**src/design/ofs_pkg.sv**
```systemverilog
// ----------------------------------------------------------------------------
// OOK frame serializer package
// Shared types, register codes and reset values for the serializer blocks.
// ----------------------------------------------------------------------------
package ofs_pkg;

  // Frame phases, in the order they are sent.
  typedef enum logic [2:0] {
    PhPrefix = 3'd0,
    PhData   = 3'd1,
    PhParity = 3'd2,
    PhSuffix = 3'd3,
    PhGap    = 3'd4,
    PhIdle   = 3'd5
  } ofs_phase_e;

  // Configuration register indexes.
  typedef enum logic [1:0] {
    CfgPrefix = 2'd0,
    CfgSuffix = 2'd1,
    CfgRepeat = 2'd2,
    CfgGap    = 2'd3
  } ofs_cfg_idx_e;

  localparam int unsigned CfgIdxW  = 2;
  localparam int unsigned CfgDataW = 10;

  // Register reset values.
  localparam logic [7:0] PrefixRst = 8'hFF;
  localparam logic [7:0] SuffixRst = 8'h01;
  localparam logic [3:0] RepeatRst = 4'd3;
  localparam logic [9:0] GapRst    = 10'd10;
  localparam logic [7:0] HeldRst   = 8'h01;

  typedef struct packed {
    logic [7:0] prefix_byte;
    logic [7:0] suffix_byte;
    logic [3:0] repeat_count;
    logic [9:0] gap_ticks;
  } ofs_cfg_t;

  typedef struct packed {
    logic [7:0] held_byte;
    ofs_phase_e phase;
    logic [2:0] bit_cnt;
    logic [3:0] frames_sent;
    logic [9:0] gap_cnt;
  } ofs_state_t;

  typedef struct packed {
    logic       carrier_on;
    ofs_phase_e phase;
    logic [2:0] bit_index;
    logic [3:0] repeat_index;
  } ofs_result_t;

  localparam ofs_state_t StateRst = '{
    held_byte:   HeldRst,
    phase:       PhPrefix,
    bit_cnt:     3'd0,
    frames_sent: 4'd0,
    gap_cnt:     10'd0
  };

endpackage

```
**src/design/ofs_cfg.sv**
```systemverilog
// ----------------------------------------------------------------------------
// OOK frame serializer configuration registers
// Holds prefix, suffix, repeat count and gap length, written by index.
// ----------------------------------------------------------------------------
module ofs_cfg (
  input  logic                           clk_i,
  input  logic                           rst_ni,
  input  logic                           cfg_valid_i,
  input  logic [ofs_pkg::CfgIdxW-1:0]    cfg_index_i,
  input  logic [ofs_pkg::CfgDataW-1:0]   cfg_wdata_i,
  output ofs_pkg::ofs_cfg_t              cfg_o
);
  import ofs_pkg::*;

  ofs_cfg_t cfg_q, cfg_d;

  // Decode the write transaction into the addressed register.
  always_comb begin
    cfg_d = cfg_q;
    if (cfg_valid_i) begin
      case (ofs_cfg_idx_e'(cfg_index_i))
        CfgPrefix: cfg_d.prefix_byte  = cfg_wdata_i[7:0];
        CfgSuffix: cfg_d.suffix_byte  = cfg_wdata_i[7:0];
        CfgRepeat: cfg_d.repeat_count = cfg_wdata_i[3:0];
        CfgGap:    cfg_d.gap_ticks    = cfg_wdata_i[9:0];
        default:   cfg_d = cfg_q;
      endcase
    end
  end

  always_ff @(posedge clk_i or negedge rst_ni) begin
    if (!rst_ni) begin
      cfg_q <= '{prefix_byte: PrefixRst, suffix_byte: SuffixRst,
                 repeat_count: RepeatRst, gap_ticks: GapRst};
    end else begin
      cfg_q <= cfg_d;
    end
  end

  assign cfg_o = cfg_q;

endmodule

```
**src/design/ofs_step.sv**
```systemverilog
// ----------------------------------------------------------------------------
// OOK frame serializer step logic
// Computes the result of one transaction and the next sequencer state.
// ----------------------------------------------------------------------------
module ofs_step (
  input  ofs_pkg::ofs_cfg_t    cfg_i,
  input  ofs_pkg::ofs_state_t  state_i,
  input  logic                 action_i,
  input  logic [7:0]           data_byte_i,
  output ofs_pkg::ofs_state_t  state_o,
  output ofs_pkg::ofs_result_t result_o
);
  import ofs_pkg::*;

  logic [7:0] src_byte;
  logic [3:0] frames_inc;
  logic [9:0] gap_inc;

  // Byte that feeds the carrier in the current byte phase.
  always_comb begin
    case (state_i.phase)
      PhPrefix: src_byte = cfg_i.prefix_byte;
      PhData:   src_byte = state_i.held_byte;
      default:  src_byte = cfg_i.suffix_byte;
    endcase
  end

  assign frames_inc = state_i.frames_sent + 4'd1;
  assign gap_inc    = state_i.gap_cnt + 10'd1;

  // Sequencer: loads restart an idle series, ticks advance one bit.
  always_comb begin
    state_o               = state_i;
    result_o.carrier_on   = 1'b0;
    result_o.phase        = state_i.phase;
    result_o.bit_index    = 3'd0;
    result_o.repeat_index = state_i.frames_sent;

    if (action_i) begin
      state_o.held_byte = data_byte_i;
      if (state_i.phase == PhIdle) begin
        state_o.phase       = PhPrefix;
        state_o.bit_cnt     = 3'd0;
        state_o.frames_sent = 4'd0;
        state_o.gap_cnt     = 10'd0;
      end
      result_o.phase        = state_o.phase;
      result_o.bit_index    = (state_o.phase inside {PhPrefix, PhData, PhSuffix}) ?
                              state_o.bit_cnt : 3'd0;
      result_o.repeat_index = state_o.frames_sent;
    end else begin
      case (state_i.phase)
        PhPrefix, PhData, PhSuffix: begin
          result_o.carrier_on = src_byte[3'd7 - state_i.bit_cnt];
          result_o.bit_index  = state_i.bit_cnt;
          if (state_i.bit_cnt == 3'd7) begin
            state_o.bit_cnt = 3'd0;
            if (state_i.phase == PhSuffix) begin
              // End of frame: count it, then idle, gap or start over.
              state_o.frames_sent = frames_inc;
              state_o.gap_cnt     = 10'd0;
              if (frames_inc >= cfg_i.repeat_count || cfg_i.repeat_count == 4'd0) begin
                state_o.phase = PhIdle;
              end else if (cfg_i.gap_ticks == 10'd0) begin
                state_o.phase = PhPrefix;
              end else begin
                state_o.phase = PhGap;
              end
            end else if (state_i.phase == PhPrefix) begin
              state_o.phase = PhData;
            end else begin
              state_o.phase = PhParity;
            end
          end else begin
            state_o.bit_cnt = state_i.bit_cnt + 3'd1;
          end
        end
        PhParity: begin
          result_o.carrier_on = ^state_i.held_byte;
          state_o.bit_cnt     = 3'd0;
          state_o.phase       = PhSuffix;
        end
        PhGap: begin
          state_o.gap_cnt = gap_inc;
          if (gap_inc >= cfg_i.gap_ticks || gap_inc == 10'd0) begin
            state_o.gap_cnt = 10'd0;
            state_o.bit_cnt = 3'd0;
            state_o.phase   = PhPrefix;
          end
        end
        default: begin
          state_o.phase = PhIdle;
        end
      endcase
    end
  end

endmodule

```
**src/design/ook_frame_serializer_top.sv**
```systemverilog
// ----------------------------------------------------------------------------
// OOK frame serializer
// Sends prefix, data, parity and suffix bits as carrier on/off, one per tick.
// ----------------------------------------------------------------------------
// The block accepts one transaction (a bit tick or a data byte load) every
// clock cycle unless the output stalls, and returns exactly one result per
// transaction. The transaction is captured in an input register, and the sequencer
// step runs between that register and the result register. While a result
// waits to be taken, the input register still accepts one more transaction
// and then holds it, so the input stalls only once both registers are full.
// Configuration writes are accepted every cycle and should be issued
// only while no transaction is in flight; they take effect from the next tick.
module ook_frame_serializer_top (
  input  logic                         clk_i,
  input  logic                         rst_ni,
  input  logic                         in_valid_i,
  output logic                         in_ready_o,
  input  logic                         action_i,
  input  logic [7:0]                   data_byte_i,
  output logic                         out_valid_o,
  input  logic                         out_ready_i,
  output logic                         carrier_on_o,
  output logic [2:0]                   phase_o,
  output logic [2:0]                   bit_index_o,
  output logic [3:0]                   repeat_index_o,
  input  logic                         cfg_valid_i,
  output logic                         cfg_ready_o,
  input  logic [ofs_pkg::CfgIdxW-1:0]  cfg_index_i,
  input  logic [ofs_pkg::CfgDataW-1:0] cfg_wdata_i
);
  import ofs_pkg::*;

  ofs_cfg_t    cfg;
  ofs_state_t  state_q, state_d;
  ofs_result_t res_d, res_q;
  logic        in_vld_q, in_vld_d;
  logic        in_action_q;
  logic [7:0]  in_byte_q;
  logic        out_vld_q, out_vld_d;
  logic        in_accept;
  logic        advance;

  ofs_cfg u_cfg (
    .clk_i       (clk_i),
    .rst_ni      (rst_ni),
    .cfg_valid_i (cfg_valid_i),
    .cfg_index_i (cfg_index_i),
    .cfg_wdata_i (cfg_wdata_i),
    .cfg_o       (cfg)
  );

  assign cfg_ready_o = 1'b1;

  // Handshake: the input stage moves on whenever the result slot frees up.
  assign advance    = in_vld_q && (!out_vld_q || out_ready_i);
  assign in_ready_o = !in_vld_q || advance;
  assign in_accept  = in_valid_i && in_ready_o;
  assign in_vld_d   = in_accept ? 1'b1 : (advance ? 1'b0 : in_vld_q);
  assign out_vld_d  = advance ? 1'b1 : (out_ready_i ? 1'b0 : out_vld_q);

  ofs_step u_step (
    .cfg_i       (cfg),
    .state_i     (state_q),
    .action_i    (in_action_q),
    .data_byte_i (in_byte_q),
    .state_o     (state_d),
    .result_o    (res_d)
  );

  // Control registers.
  always_ff @(posedge clk_i or negedge rst_ni) begin
    if (!rst_ni) begin
      in_vld_q  <= 1'b0;
      out_vld_q <= 1'b0;
      state_q   <= StateRst;
    end else begin
      in_vld_q  <= in_vld_d;
      out_vld_q <= out_vld_d;
      if (advance) begin
        state_q <= state_d;
      end
    end
  end

  // Payload registers.
  always_ff @(posedge clk_i) begin
    if (in_accept) begin
      in_action_q <= action_i;
      in_byte_q   <= data_byte_i;
    end
    if (advance) begin
      res_q <= res_d;
    end
  end

  assign out_valid_o    = out_vld_q;
  assign carrier_on_o   = res_q.carrier_on;
  assign phase_o        = res_q.phase;
  assign bit_index_o    = res_q.bit_index;
  assign repeat_index_o = res_q.repeat_index;

`ifndef SYNTHESIS
  // The sequencer state only moves when a transaction passes to the result.
  a_state_hold: assert property (@(posedge clk_i) disable iff (!rst_ni)
    !advance |=> $stable(state_q))
    else $error("sequencer state changed without a transaction");

  // Gap and idle results never drive the carrier.
  a_quiet_carrier: assert property (@(posedge clk_i) disable iff (!rst_ni)
    (out_vld_q && (res_q.phase == PhGap || res_q.phase == PhIdle)) |-> !res_q.carrier_on)
    else $error("carrier driven during gap or idle");

  // Parity, gap and idle results report bit index zero.
  a_bit_index_zero: assert property (@(posedge clk_i) disable iff (!rst_ni)
    (out_vld_q && (res_q.phase == PhParity || res_q.phase == PhGap ||
                   res_q.phase == PhIdle)) |-> res_q.bit_index == 3'd0)
    else $error("nonzero bit index outside a byte phase");

  // A result is produced only by a transaction held in the input stage.
  a_result_source: assert property (@(posedge clk_i) disable iff (!rst_ni)
    $rose(out_vld_q) |-> $past(in_vld_q))
    else $error("result appeared without a captured transaction");
`endif

endmodule
```
**config.mk**
```make
export PLATFORM = sky130hd
export DESIGN_NAME = ook_frame_serializer_top
export DESIGN_NICKNAME = d
export VERILOG_FILES = /design/src/design/ofs_pkg.sv /design/src/design/ofs_cfg.sv /design/src/design/ofs_step.sv /design/src/design/ook_frame_serializer_top.sv
export SDC_FILE = /design/constraint.sdc
export NUM_CORES = 1
export LEC_CHECK = 0
export BUFFER_PORTS_ARGS = -buffer_cell sky130_fd_sc_hd__clkbuf_2
export CELL_PAD_IN_SITES_DETAIL_PLACEMENT = 0
export CELL_PAD_IN_SITES_GLOBAL_PLACEMENT = 2
export CORE_MARGIN = 8
export CORE_UTILIZATION = 40
export DETAILED_ROUTE_END_ITERATION = 8
export GPL_ROUTABILITY_DRIVEN = 0
export PLACE_DENSITY = 0.86
export SLEW_MARGIN = 20
export SYNTH_ARGS = -nofsm -noshare
export SYNTH_HDL_FRONTEND = slang
export SYNTH_SLANG_ARGS = --single-unit
```
**constraint.sdc**
```tcl
create_clock -name clk_i -period 3.65 [get_ports clk_i]
set_input_delay 0.9125 -clock clk_i [delete_from_list [all_inputs] [get_ports clk_i]]
set_output_delay 0.9125 -clock clk_i [all_outputs]
set_load 0.01 [all_outputs]
```
After elaboration in Yosys (flattened, before gate mapping):

Cells that the tools add are included.

* flip-flop bits (word level): 80
* logic and storage cells: 102

* mux-type cells: 30
* $add $sub $neg: 4
* $lt $le $gt $ge: 3
* reductions and logical operators: 33
* eq/ne operators: 15

Operators by type and width (number)
* $mux W20: 3
* $mux W14: 2
* $mux W3: 9
* $logic_not A10 Y1: 2
* $pmux W10 S2: 1
* $pmux W3 S3: 2
* $pmux W8 S2: 1
* $add A10 B1 Y10 const B: 1
* $ge A10 B10 Y1: 1
* $mux W10: 1
* $reduce_and A2 Y1: 5
* $reduce_bool A2 Y1: 5
* $eq A3 B2 Y1 const B: 3
* $eq A3 B3 Y1 const B: 3
* $ne A3 B2 Y1 const B: 3
* $mux W4: 2
* $reduce_xor A8 Y1: 1
* $eq A3 B1 Y1 const B: 2
* $logic_not A3 Y1: 2
* $mux W6: 1
* $reduce_and A3 Y1: 2
* $reduce_bool A3 Y1: 2
* $mux W1: 5
* $reduce_and A5 Y1: 1
* other kinds (19): 25

Longest topological paths before layout:

Gate-level depths: netlist of run 1.

* depth in word-level cells: 8
* depth in mapped cells: 13
* gate-level depth less buffers: 11

Modules after synthesis:

A second synthesis of run 1 with hierarchy kept.

* cell total of the unflattened synthesis: 399
* area total of the unflattened synthesis: 4580.6 um2

By module, submodules not included
* ook_frame_serializer_top: area each 1793.0 um2, instances 1, cells each 90, seq. area each 1352.5 um2
* ofs_step: area each 1635.3 um2, instances 1, cells each 245, seq. area each 0.0 um2
* ofs_cfg: area each 1152.4 um2, instances 1, cells each 64, seq. area each 767.0 um2

Worst setup path before layout of run 1:

No wires, ideal clock.

* path type: register to register
* start point: register state_q[0] in the netlist's numbering
* end point: register state_q[7] in the netlist's numbering
* arrival: 2.804 ns
* buffers on the path: 1
* period minus slack after synthesis: 2.928 ns
* library setup time: 0.124 ns
* stages on the path, launching flop included: 12
* slack: 0.722 ns
* cells stage by stage: dfrtp_1 ha_1 and4_4 nand4_1 xnor2_1 ha_1 nand4_1 or4_1 nand2_1 buf_2 nor2_1 a211o_1

* longest elaborated chain between the ends: 6
* elaborated cells on any way between the ends: 7
* classes of those cells: add/sub: 1; order compare: 1; mux: 3; reduce/logical: 2

RTL lines
* from (decl): line ook_frame_serializer_top.sv:34 `ofs_state_t state_q, state_d;`
* from (signal assigned): line ook_frame_serializer_top.sv:75 `state_q <= StateRst;`
* from (signal assigned): line ook_frame_serializer_top.sv:80 `state_q <= state_d;`
* $add A10 B1 Y10 (*): line ofs_step.sv:29 `assign gap_inc = state_i.gap_cnt + 10'd1;`
* $ge A10 B10 Y1 / $logic_not A10 Y1 (equally long branches): line ofs_step.sv:85 `if (gap_inc >= cfg_i.gap_ticks || gap_inc == 10'd0) begin`
* $logic_or A1 B1 Y1: line ofs_step.sv:85
* $mux W10 (*): line ofs_step.sv:85
* $pmux W10 S2 (*): line ofs_step.sv:52 `case (state_i.phase)`
* $mux W20 (*): line ofs_step.sv:39 `if (action_i) begin`

Every way passes the cells marked *; elsewhere a longest branch is shown, timed or not.
A chain may end at the register's enable or synchronous reset.

Worst setup path after layout of run 1:

* start point: register state_q[0] in the netlist's numbering
* end point: register state_q[5] in the netlist's numbering

Same word-level chain as after synthesis.

==> results of run 1 <==
[placed cells by master, fill, tap and decap left out, types with 6 or more instances in the layout]
master and n:
dfrtp_1 46, mux2_2 38, clkbuf_2 38, nand2_1 23
edfxtp_1 20, nor2_1 19, o21ai_0 18, ha_1 18
inv_1 17, xnor2_1 14, dfstp_2 14, a21oi_1 11
nand3_1 10, nand2b_1 10, and2_1 9, clkbuf_8 9
mux2i_1 8, a211oi_1 7, nor4_1 7, xor2_1 6
nand4_1 6
[final timing paths]
kind	to	slack, ns	depth (start not counted)
hold reg to reg	state_q[23]$_DFFE_PN0P_	0.49	1
hold / removal	state_q[23]$_DFFE_PN0P_	0.49	1
setup reg to reg	state_q[5]$_DFFE_PN0P_	0.34	11
min in group asynchronous	state_q[5]$_DFFE_PN0P_	0.60	1
max in group asynchronous	u_cfg.cfg_o[22]$_DFFE_PN1P_	2.35	2
setup / recovery	state_q[5]$_DFFE_PN0P_	0.34	11
[metal layers]
layer | wire (um) | vias up
li1 | - | 1453
met1 | 4220 | 1436
met2 | 4240 | 48
met3 | 312 | 11
met4 | 130 | 0
met5 | 0 | -
[worst max-delay path: stages, from the launching register on]
cell     delay [ns]
dfrtp_1        0.47
ha_1           0.31
and4_4         0.28
nand4_1        0.16
xnor2_1        0.19
ha_1           0.32
nand4_1        0.12
or4_1          0.53
nand2_1        0.24
buf_4          0.24
nor3b_1        0.07
a211o_1        0.27
[stage by stage]
stage	util (%)	hold WS, ns
2_1_floorplan	-	0.455
3_3_place_gp	43.3	0.457
3_5_place_dp	43.3	0.469
4_1_cts	45.3	0.492
5_1_grt	45.3	0.510
6_report	45.3	0.487
[power by group]
part,switching (mW),internal [mW]
registers,0.162,1.09
logic,0.271,0.298
clock network,0.388,0.341
[flip-flops by register name, summed over array words and instances (netlist names)]
signal / cells
bit_index_o: 3
in_action_q: 1
out_valid_o: 1
state_q: 28
u_cfg.cfg_o: 30
phase_o: 3
in_byte_q: 8
in_vld_q: 1
repeat_index_o: 4
carrier_on_o: 1
[cell families after synthesis]
group,count (synthesis),synth area share [%]
flops,80,48.9
fa+ha+maj,18,5.19
compound gates,68,11.2
simple gates,108,13.7
xor+xnor,20,4.04
buf+inv,39,4.39
other cells,1,0.0865
mux,49,12.5
[cells in the mapped netlist, drive strengths merged, types with 2 or more instances]
cell / n / area [sq um]
nand3: 10 / 50.1
nand2: 23 / 86.3
nand2b: 10 / 62.6
a32o: 3 / 30.0
clkbuf: 9 / 33.8
mux2: 41 / 462
nor3b: 3 / 27.5
nand3b: 4 / 30.0
a22o: 2 / 17.5
xnor2: 14 / 123
buf: 12 / 88.8
and3: 4 / 30.0
o21ai: 19 / 95.1
nand4: 6 / 37.5
nor4: 8 / 56.3
a211o: 4 / 35.0
inv: 18 / 67.6
a31oi: 3 / 18.8
dfstp: 14 / 368
or4: 2 / 15.0
o211ai: 5 / 42.5
dfrtp: 46 / 1150
nor2b: 3 / 18.8
nor2: 19 / 71.3
ha: 18 / 225
and2: 9 / 56.3
edfxtp: 20 / 601
and4: 2 / 22.5
xor2: 6 / 52.6
a21oi: 11 / 55.1
nor3: 3 / 15.0
a21o: 4 / 30.0
mux2i: 8 / 80.1
a211oi: 8 / 65.1
[cell type report]
class                   count  area [sq um]  share of cell area, %
flip-flops and latches     80          2120                   43.7
multi-input cells         264          2030                   41.8
repair buffers             43           240                   4.95
well taps                 140           175                   3.61
clock buffers               9           124                   2.55
clock inverters             7          97.6                   2.01
inverters                  18          67.6                   1.39
==> flow_summary_export.csv, run 1 <==
group,metric,value,unit
run_status,outcome,"finished, final reports clean",
synth,avgSynthCellArea,11.3,sq um
pwr,peakVddDrop,289,uV
die,coreArea,10700,sq um
clock_tree,clk_latency,0.37,ns
synth,synthesis.nets,427,
die,rows,38,
synth,async_reset_ff_share,75.0,%
global_routing,grt_pass1_wl,15.1,mm
detailed_routing,drt_iter0_drc,109,
timing,post-route-period-util,90.6,%
min_path,hold_class,"reg2reg",
clock_tree,cts_buffers,9,
global_routing,antenna_found_initial,0,
synth,synth_enable_flop_cells,20,
worst_setup_path,worstPathRequired,3.91,ns
timing,setup_tns,0,ns
detailed_routing,vias,2948,
synth,ys_seq_area_share,48.9,%
run,drv_cap,0,
global_routing,grt_use_met3,3.10,%
synth,synthCells,383,
worst_setup_path,critical_path_peak_fanout,11,
detailed_routing,drtAntennaViolNets,0,
die,die_w,120,um
worst_setup_path,crit_path_start,"state_q[0]$_DFFE_PN0P_",
timing,worst_slew_pin_slew,0.895,ns
timing,rsz0062_at_grt,"false",
worst_setup_path,worst_r2r_startpoint,"state_q[0]$_DFFE_PN0P_",
detailed_routing,routed_wl,8.91,mm
clock_tree,clk_pin_slew,0.10,ns
synth,ys_ff_latch,80,
cells_and_area,fillers,1019,
clock_tree,cts_sinks,80,
placed_design,dpl_cell_area,4630,sq um
die,start_util,40.5,%
cells_and_area,nets,460,
global_routing,met2_usage,21.2,%
synth,synth-main-ff-cell,"dfrtp_1",
die,dieArea,14400,sq um
timing,max_freq,0.302,GHz
clock_tree,clk_path_buf_depth,2,
timing,max_slew_margin,40.3,%
timing,skew,0.0134,ns
global_routing,met1_usage,16.8,%
placed_design,place_ws,0.405,ns
clock_tree,post_cts_buffers,0,
cells_and_area,num_antenna_cells,0,
detailed_routing,via_per_inst,5.25,
timing,period_minus_slack,3.31,ns
synth,yosys_warnings,0,
clock_tree,root_buffer,"clkbuf_8",
die,ios,40,
timing,setup_ws,0.342,ns
detailed_routing,remaining_drc_errors,0,
global_routing,first_global_vias,3035,
pwr,power_density,525,nW/um^2
worst_setup_path,crit_path_start_kind,"flop",
synth,synthDistinctLibCells,55,
detailed_routing,post_drt_wl_per_cell,15.9,um
timing,finalSetupViolCount,0,
clock_tree,cts_tree,"done",
detailed_routing,dr.pass1.iters,4,
clock_tree,cts_hold_buffers,0,
min_path,min_from,"in_byte_q[3]$_DFFE_PP_",
placed_design,portBuffers,38,
cells_and_area,finalInstanceArea,4850,sq um
placed_design,post-place-cells,545,
global_routing,grt_start_max_net_pins,33,
worst_setup_path,cp-end-kind,"flop",
synth,synth_area,4340,sq um
clock_tree,h-tree-depth,3,
global_routing,grt_overflow_total,0,
global_routing,grt_usage,13.2,%
global_routing,busiest_layer,"met2",
placed_design,post-dp-hpwl,6.65,mm
cells_and_area,finalNonFillerCells,561,
cells_and_area,drive_gt1_share,29.2,%
clock_tree,cts_resized,0,
die,die_h,120,um
pwr,leakage,2.07,nW
pwr,p_total,2.55,mW
worst_setup_path,arrival,3.56,ns
worst_setup_path,crit_type,"reg2reg",
timing,final-max-slew-violation-count,0,
cells_and_area,synthToLayoutAreaGrowth,11.9,%
timing,hold_viol_final,0,
(Power assumes the default switching activity.)
==> inputs of run 2 (changes only) <==
ABC_AREA = 1   (was not set)
CORE_UTILIZATION = 36   (was 40)
PLACE_DENSITY = 0.85   (was 0.86)
==> run 2 against run 1 <==
- largest power group unchanged
- final cell count rose by 21%
- combinational power increased by 78%
- hold slack worse by 0.026 ns
- via count grew 13%
- clock skew fell by 0.0067 ns
- routed wire length is 11% higher
- synthesized cell count up 28%
- global-route usage is 0.18 points higher
- critical path type unchanged
- critical path depth is 3 higher
- first-iteration DRC count increased by 68%
==> flow_summary_export.csv, run 2 <==
group,metric,value,unit
die,die_h,125,um
die,rows,39,
die,start_util,37.1,%
worst_setup_path,crit_type,"reg2reg",
synth,synth-main-ff-cell,"dfrtp_1",
detailed_routing,via_per_inst,4.90,
timing,max_freq,0.357,GHz
pwr,power_density,665,nW/um^2
synth,ys_ff_latch,80,
global_routing,grt_start_max_net_pins,50,
synth,synth_enable_flop_cells,20,
min_path,hold_class,"in2async",
detailed_routing,routed.top_layer,"met4",
synth,synth_top_area_share,27.1,%
cells_and_area,final_cell_mix,"nand2_1 (113), inv_1 (62), nand3_1 (51), dfrtp_1 (46), o21ai_0 (42)",
clock_tree,cts_hold_buffers,0,
detailed_routing,dr.pass1.iters,4,
timing,worst_slew_pin_slew,0.630,ns
detailed_routing,post_drt_wl_per_cell,14.5,um
die,die_w,125,um
global_routing,grt_usage,13.4,%
global_routing,grt_overflow_total,0,
synth,synth_area_leaders,"dfrtp_1 (27%), edfxtp_1 (14%), nand2_1 (10%)",
worst_setup_path,arrival,3.03,ns
cells_and_area,drive_gt1_share,17.9,%
worst_setup_path,critical_path_peak_fanout,16,
cells_and_area,largest_reg_flops,30,
timing,post-route-period-util,76.8,%
timing,period_minus_slack,2.80,ns
detailed_routing,vias,3320,
clock_tree,clk_latency,0.34,ns
detailed_routing,routed_wl,9.85,mm
detailed_routing,route.met3.wl,319,um
placed_design,place_ws,0.858,ns
timing,finalSetupViolCount,0,
clock_tree,cts_buffers,9,
placed_design,portBuffers,38,
timing,hold_viol_final,0,
detailed_routing,met1_length,4.85,mm
clock_tree,cts_sinks,80,
timing,setup_tns,0,ns
cells_and_area,nets,574,
detailed_routing,remaining_drc_errors,0,
clock_tree,root_buffer,"clkbuf_16",
global_routing,grt_pass1_wl,16.8,mm
synth,yosys_warnings,0,
timing,setup_ws,0.846,ns
die,dieArea,15500,sq um
cells_and_area,final_common_cell,"nand2_1",
worst_setup_path,crit_slowest_cell,"dfrtp_1",
worst_setup_path,cp_slowest_stage_delay,0.52,ns
synth,yosysMostFrequentCell,"nand2_1",
worst_setup_path,crit_path_start_kind,"flop",
synth,synth_commonest_cells,"nand2_1 (113), inv_1 (62), nand3_1 (51), dfrtp_1 (46), o21ai_0 (42)",
synth,synth_area,4250,sq um
cells_and_area,num_antenna_cells,0,
cells_and_area,synthToLayoutAreaGrowth,14.4,%
worst_setup_path,cp_top_family,"simple AND/OR/NAND/NOR gates",
die,coreArea,11500,sq um
detailed_routing,drt_iter0_drc,183,
clock_tree,cts_tree,"done",
clock_tree,post_cts_buffers,0,
timing,final-max-slew-violation-count,0,
placed_design,post-dp-hpwl,7.45,mm
clock_tree,clk_path_buf_depth,2,
synth,async_reset_ff_share,75.0,%
synth,synthCells,491,
synth,netlist.top_cell.by_area,"dfrtp_1",
synth,avgSynthCellArea,8.66,sq um
pwr,peakVddDrop,245,uV
worst_setup_path,worstPathRequired,3.88,ns
detailed_routing,drtAntennaViolNets,0,
worst_setup_path,cp-end-kind,"flop",
synth,ys_seq_area_share,49.9,%
synth,synthDistinctLibCells,37,
detailed_routing,wl_met2,4.55,mm
worst_setup_path,cpMostUsedCell,"nand2_1",
timing,rsz0062_at_grt,"false",
worst_setup_path,crit_buf_inv,1,
die,ios,40,
synth,synthesis.nets,535,
clock_tree,clk_pin_slew,0.06,ns
clock_tree,h-tree-depth,3,
worst_setup_path,path_cells,"ha_1 > nand2_1 > nor2_2 > nand4_1 > nand2_1 > inv_1 > ha_1 > nand2_1 > nor4_1 > nor2_2 > nand2_2 > nand2_1 > nand2_1 > nand2_1",
run_status,outcome,"finished, final reports clean",
global_routing,antenna_found_initial,0,
cells_and_area,fillers,1126,
run,drv_cap,0,
timing,skew,0.00667,ns
clock_tree,cts_resized,0,
pwr,leakage,2.33,nW
global_routing,first_global_vias,3353,
timing,max_slew_margin,58.0,%
-- run 2: changes by cell type after synthesis, sizes merged, moves of 8 or more --
cell / delta
and2: -9
o22ai: +8
o21ai: +27
xnor2: -8
nand2: +94
nor2: +19
nand2b: -10
nand3: +41
inv: +49
mux2: -34
mux2i: -8
a211oi: -8
-- run 2: per-stage QoR --
step | hold slack, ns | instance area, sq um | power (mW) | utilization [%] | std cells
2_1_floorplan | 0.453 | 4250 | 2.04 | - | 491
3_3_place_gp | 0.461 | 4560 | 2.31 | 39.7 | 662
3_5_place_dp | 0.470 | 4560 | 2.33 | 39.7 | 662
4_1_cts | 0.465 | 4860 | 3.27 | 42.4 | 678
5_1_grt | 0.484 | 4860 | 3.47 | 42.4 | 678
6_report | 0.461 | 4860 | 3.23 | 42.4 | 678
-- run 2: layer usage --
| metal | GRT usage [%] | vias to the layer above |
|---|---|---|
| li1 | - | 1699 |
| met5 | 0 | - |
| met2 | 20.9 | 48 |
| met1 | 17.3 | 1562 |
| met4 | 5.39 | 0 |
| met3 | 3.11 | 11 |
-- run 2: final timing paths --
path,from,endpoint,slack [ns],cells after the start
min,rst_ni,state_q[8]$_DFFE_PN0P_,0.46,1
max reg2reg,state_q[0]$_DFFE_PN0P_,state_q[18]$_DFFE_PN0P_,0.85,14
max in group asynchronous,rst_ni,u_cfg.cfg_o[13]$_DFFE_PN0P_,2.25,2
min reg2reg,in_byte_q[0]$_DFFE_PP_,state_q[20]$_DFFE_PN1P_,0.48,1
min in group clk_i,in_byte_q[0]$_DFFE_PP_,state_q[20]$_DFFE_PN1P_,0.48,1
max,state_q[0]$_DFFE_PN0P_,state_q[18]$_DFFE_PN0P_,0.85,14
-- run 2: kinds of logic after synthesis --
family / synth area share, %
AO/OA/AOI/OAI: 9.95
XOR/XNOR: 1.85
adder cells (fa/ha/maj): 5.30
buffers and inverters: 7.68
flip-flops: 49.9
multiplexers: 1.85
other: 0.0882
AND/OR/NAND/NOR: 23.4
-- run 2: layout make-up --
cell class | instances | area (sq um) | area share (%)
clock inverters | 7 | 78.8 | 1.62
repair buffers | 39 | 198 | 4.07
multi-input cells | 332 | 1800 | 37.1
well taps | 143 | 179 | 3.68
inverters | 68 | 258 | 5.30
clock buffers | 9 | 225 | 4.63
flip-flops and latches | 80 | 2120 | 43.6
-- run 2: where the power goes --
part | switching (mW) | total [mW] | internal, mW
clock network | 0.384 | 0.920 | 0.535
logic | 0.626 | 1.01 | 0.380
registers | 0.166 | 1.31 | 1.14
total | 1.18 | 3.23 | 2.06
==> inputs of run 3 (changes only) <==
ABC_AREA = 0   (was 1)
CORE_UTILIZATION = 40   (was 36)
PLACE_DENSITY = 0.86   (was 0.85)
clock period = 2.9 ns   (was 3.65 ns; I/O delays follow)
==> run 3 against run 2 <==
- core utilization is 5.5 points higher
- critical endpoint is now state_q[8]$_DFFE_PN0P_
- non-clock buffer count is 31 higher
- count of clock-buffer cells in the layout is the same
- clock power rose by 3.4%
- register-to-register slack got worse by 0.83 ns
- setup slack worse by 0.83 ns
- sequential power increased by 16%
==> flow_summary_export.csv, run 3 (synthesis results as in run 1) <==
group,metric,value,unit
placed_design,dpl_cell_area,4770,sq um
timing,setup_tns,0,ns
clock_tree,cts_buffers,9,
cells_and_area,post-route-util,47.9,%
timing,post-route-period-util,99.4,%
global_routing,grt_pass1_wl,15.4,mm
placed_design,portBuffers,38,
detailed_routing,vias,3085,
timing,worst_slew_pin_slew,0.849,ns
clock_tree,clk_pin_slew,0.09,ns
timing,max_freq,0.347,GHz
detailed_routing,remaining_drc_errors,0,
cells_and_area,finalNonFillerCells,588,
worst_setup_path,rrSetupSlack,0.02,ns
detailed_routing,routed_wl,9.42,mm
cells_and_area,drive_gt1_share,35.9,%
min_path,hold_path_end,"state_q[23]$_DFFE_PN0P_",
cells_and_area,largest_reg_flops,30,
die,coreArea,10700,sq um
timing,period_minus_slack,2.88,ns
detailed_routing,drtAntennaViolNets,0,
timing,skew,0.0156,ns
cells_and_area,num_antenna_cells,0,
min_path,min_path_cells,1,
clock_tree,root_buffer,"clkbuf_8",
run,drv_cap,0,
pwr,leakage,2.22,nW
clock_tree,clk_latency,0.36,ns
timing,max_slew_margin,43.0,%
timing,hold_viol_final,0,
cells_and_area,synthToLayoutAreaGrowth,18.1,%
clock_tree,clk_path_buf_depth,2,
clock_tree,h-tree-depth,3,
die,dieArea,14400,sq um
placed_design,post-place-cells,563,
cells_and_area,final_cell_mix,"dfrtp_1 (46), mux2_2 (38), clkbuf_2 (38), buf_4 (31), nand2_1 (21)",
worst_setup_path,cp-end-kind,"flop",
placed_design,post-dp-hpwl,6.85,mm
worst_setup_path,ff2ff_path_depth,13,
cells_and_area,final_common_cell,"dfrtp_1",
die,die_h,120,um
die,start_util,40.5,%
die,die_w,120,um
global_routing,antenna_found_initial,0,
detailed_routing,drt_iter0_drc,103,
clock_tree,cts_tree,"done",
timing,final-max-slew-violation-count,0,
global_routing,grt_usage,13.3,%
cells_and_area,fillers,977,
worst_setup_path,crit_type,"reg2reg",
worst_setup_path,crit_path_start_kind,"flop",
worst_setup_path,worst_r2r_startpoint,"state_q[2]$_DFFE_PN0P_",
global_routing,grt_start_max_net_pins,61,
global_routing,first_global_vias,3148,
die,ios,40,
pwr,peakVddDrop,446,uV
cells_and_area,nets,487,
clock_tree,cts_hold_buffers,0,
detailed_routing,dr.pass1.iters,4,
worst_setup_path,critical_path_peak_fanout,8,
cells_and_area,finalInstanceArea,5120,sq um
global_routing,grt_overflow_total,0,
timing,rsz0062_at_grt,"true",
worst_setup_path,r2r-end,"state_q[8]$_DFFE_PN0P_",
worst_setup_path,worstPathRequired,3.20,ns
detailed_routing,post_drt_wl_per_cell,16.0,um
min_path,hold_class,"reg2reg",
run_status,outcome,"finished, final reports clean",
detailed_routing,via_per_inst,5.25,
pwr,power_density,638,nW/um^2
worst_setup_path,arrival,3.18,ns
timing,finalSetupViolCount,0,
die,rows,38,
clock_tree,cts_sinks,80,
min_path,min_from,"in_byte_q[3]$_DFFE_PP_",
==> run 3: cell count changes in the layout (fill, tap and decap cells not counted), moves of 10 or more <==
cell	previous run	this run
nand2b_1	0	10
nor2_1	31	18
buf_4	1	31
o21ai_0	42	18
nand2_1	113	21
mux2_2	7	38
inv_1	62	17
nand3_1	51	10
==> run 3: per-stage QoR <==
stage | setup slack [ns] | total power, mW | hold slack (ns)
6_report | 0.0161 | 3.27 | 0.489
5_1_grt | -0.0806 | 3.45 | 0.507
4_1_cts | 0.0164 | 3.31 | 0.493
3_5_place_dp | -0.0255 | 2.34 | 0.471
3_3_place_gp | 0.0592 | 2.32 | 0.458
2_1_floorplan | 0.0442 | 2.09 | 0.429
==> run 3: area by class of cell <==
cell class                 count  area [sq um]  share of cell area, %
clock inverter                 7           109                   2.13
clock buffer                   9           124                   2.42
tap                          140           175                   3.42
sequential                    80          2120                   41.4
timing repair buffer          70           443                   8.65
multi-input combinational    264          2080                   40.7
inverter                      18          67.6                   1.32
==> run 3: worst max-delay path, stage by stage (launching register included) <==
cell      delay, ns
dfrtp_1        0.39
buf_4          0.13
buf_4          0.13
buf_4          0.16
and3_4         0.20
xor2_2         0.16
ha_1           0.31
a21oi_1        0.16
a21oi_1        0.10
a311oi_2       0.30
nand2_4        0.15
buf_12         0.16
or4_1          0.39
nand2_1        0.08
==> run 3: what timing repair did <==
item                                    CTS  global route
endpoints found under the setup margin    5             7
pin swaps                                 1            10
buffers inserted                          2             7
gates resized for setup                   2             9
gates cloned                              0             0
==> run 3: power by group <==
part / internal (mW) / total [mW] / switching [mW]
clock network: 0.504 / 0.951 / 0.447
registers: 1.37 / 1.52 / 0.150
logic: 0.390 / 0.798 / 0.407
total: 2.26 / 3.27 / 1.00
==> run 3: worst max-delay path by stage <==
| stage | to | start | depth (start not counted) | slack, ns |
|---|---|---|---|---|
| floorplan | state_q[7]$_DFFE_PN0P_ | state_q[0]$_DFFE_PN0P_ | 11 | 0.04 |
| global placement | state_q[16]$_DFFE_PN0P_ | state_q[1]$_DFFE_PN0P_ | 10 | 0.06 |
| detailed placement | state_q[16]$_DFFE_PN0P_ | state_q[1]$_DFFE_PN0P_ | 10 | -0.03 |
| CTS | state_q[8]$_DFFE_PN0P_ | state_q[0]$_DFFE_PN0P_ | 12 | 0.02 |
| global route | state_q[8]$_DFFE_PN0P_ | state_q[2]$_DFFE_PN0P_ | 12 | -0.08 |
| finish | state_q[8]$_DFFE_PN0P_ | state_q[2]$_DFFE_PN0P_ | 13 | 0.02 |
==> run 3: layer usage <==
metal	vias up	global-route usage (%)	wire [um]
li1	1505	-	-
met3	12	2.02	268
met5	-	0	0
met4	0	5.85	106
met2	61	22.0	4680
met1	1507	16.8	4360
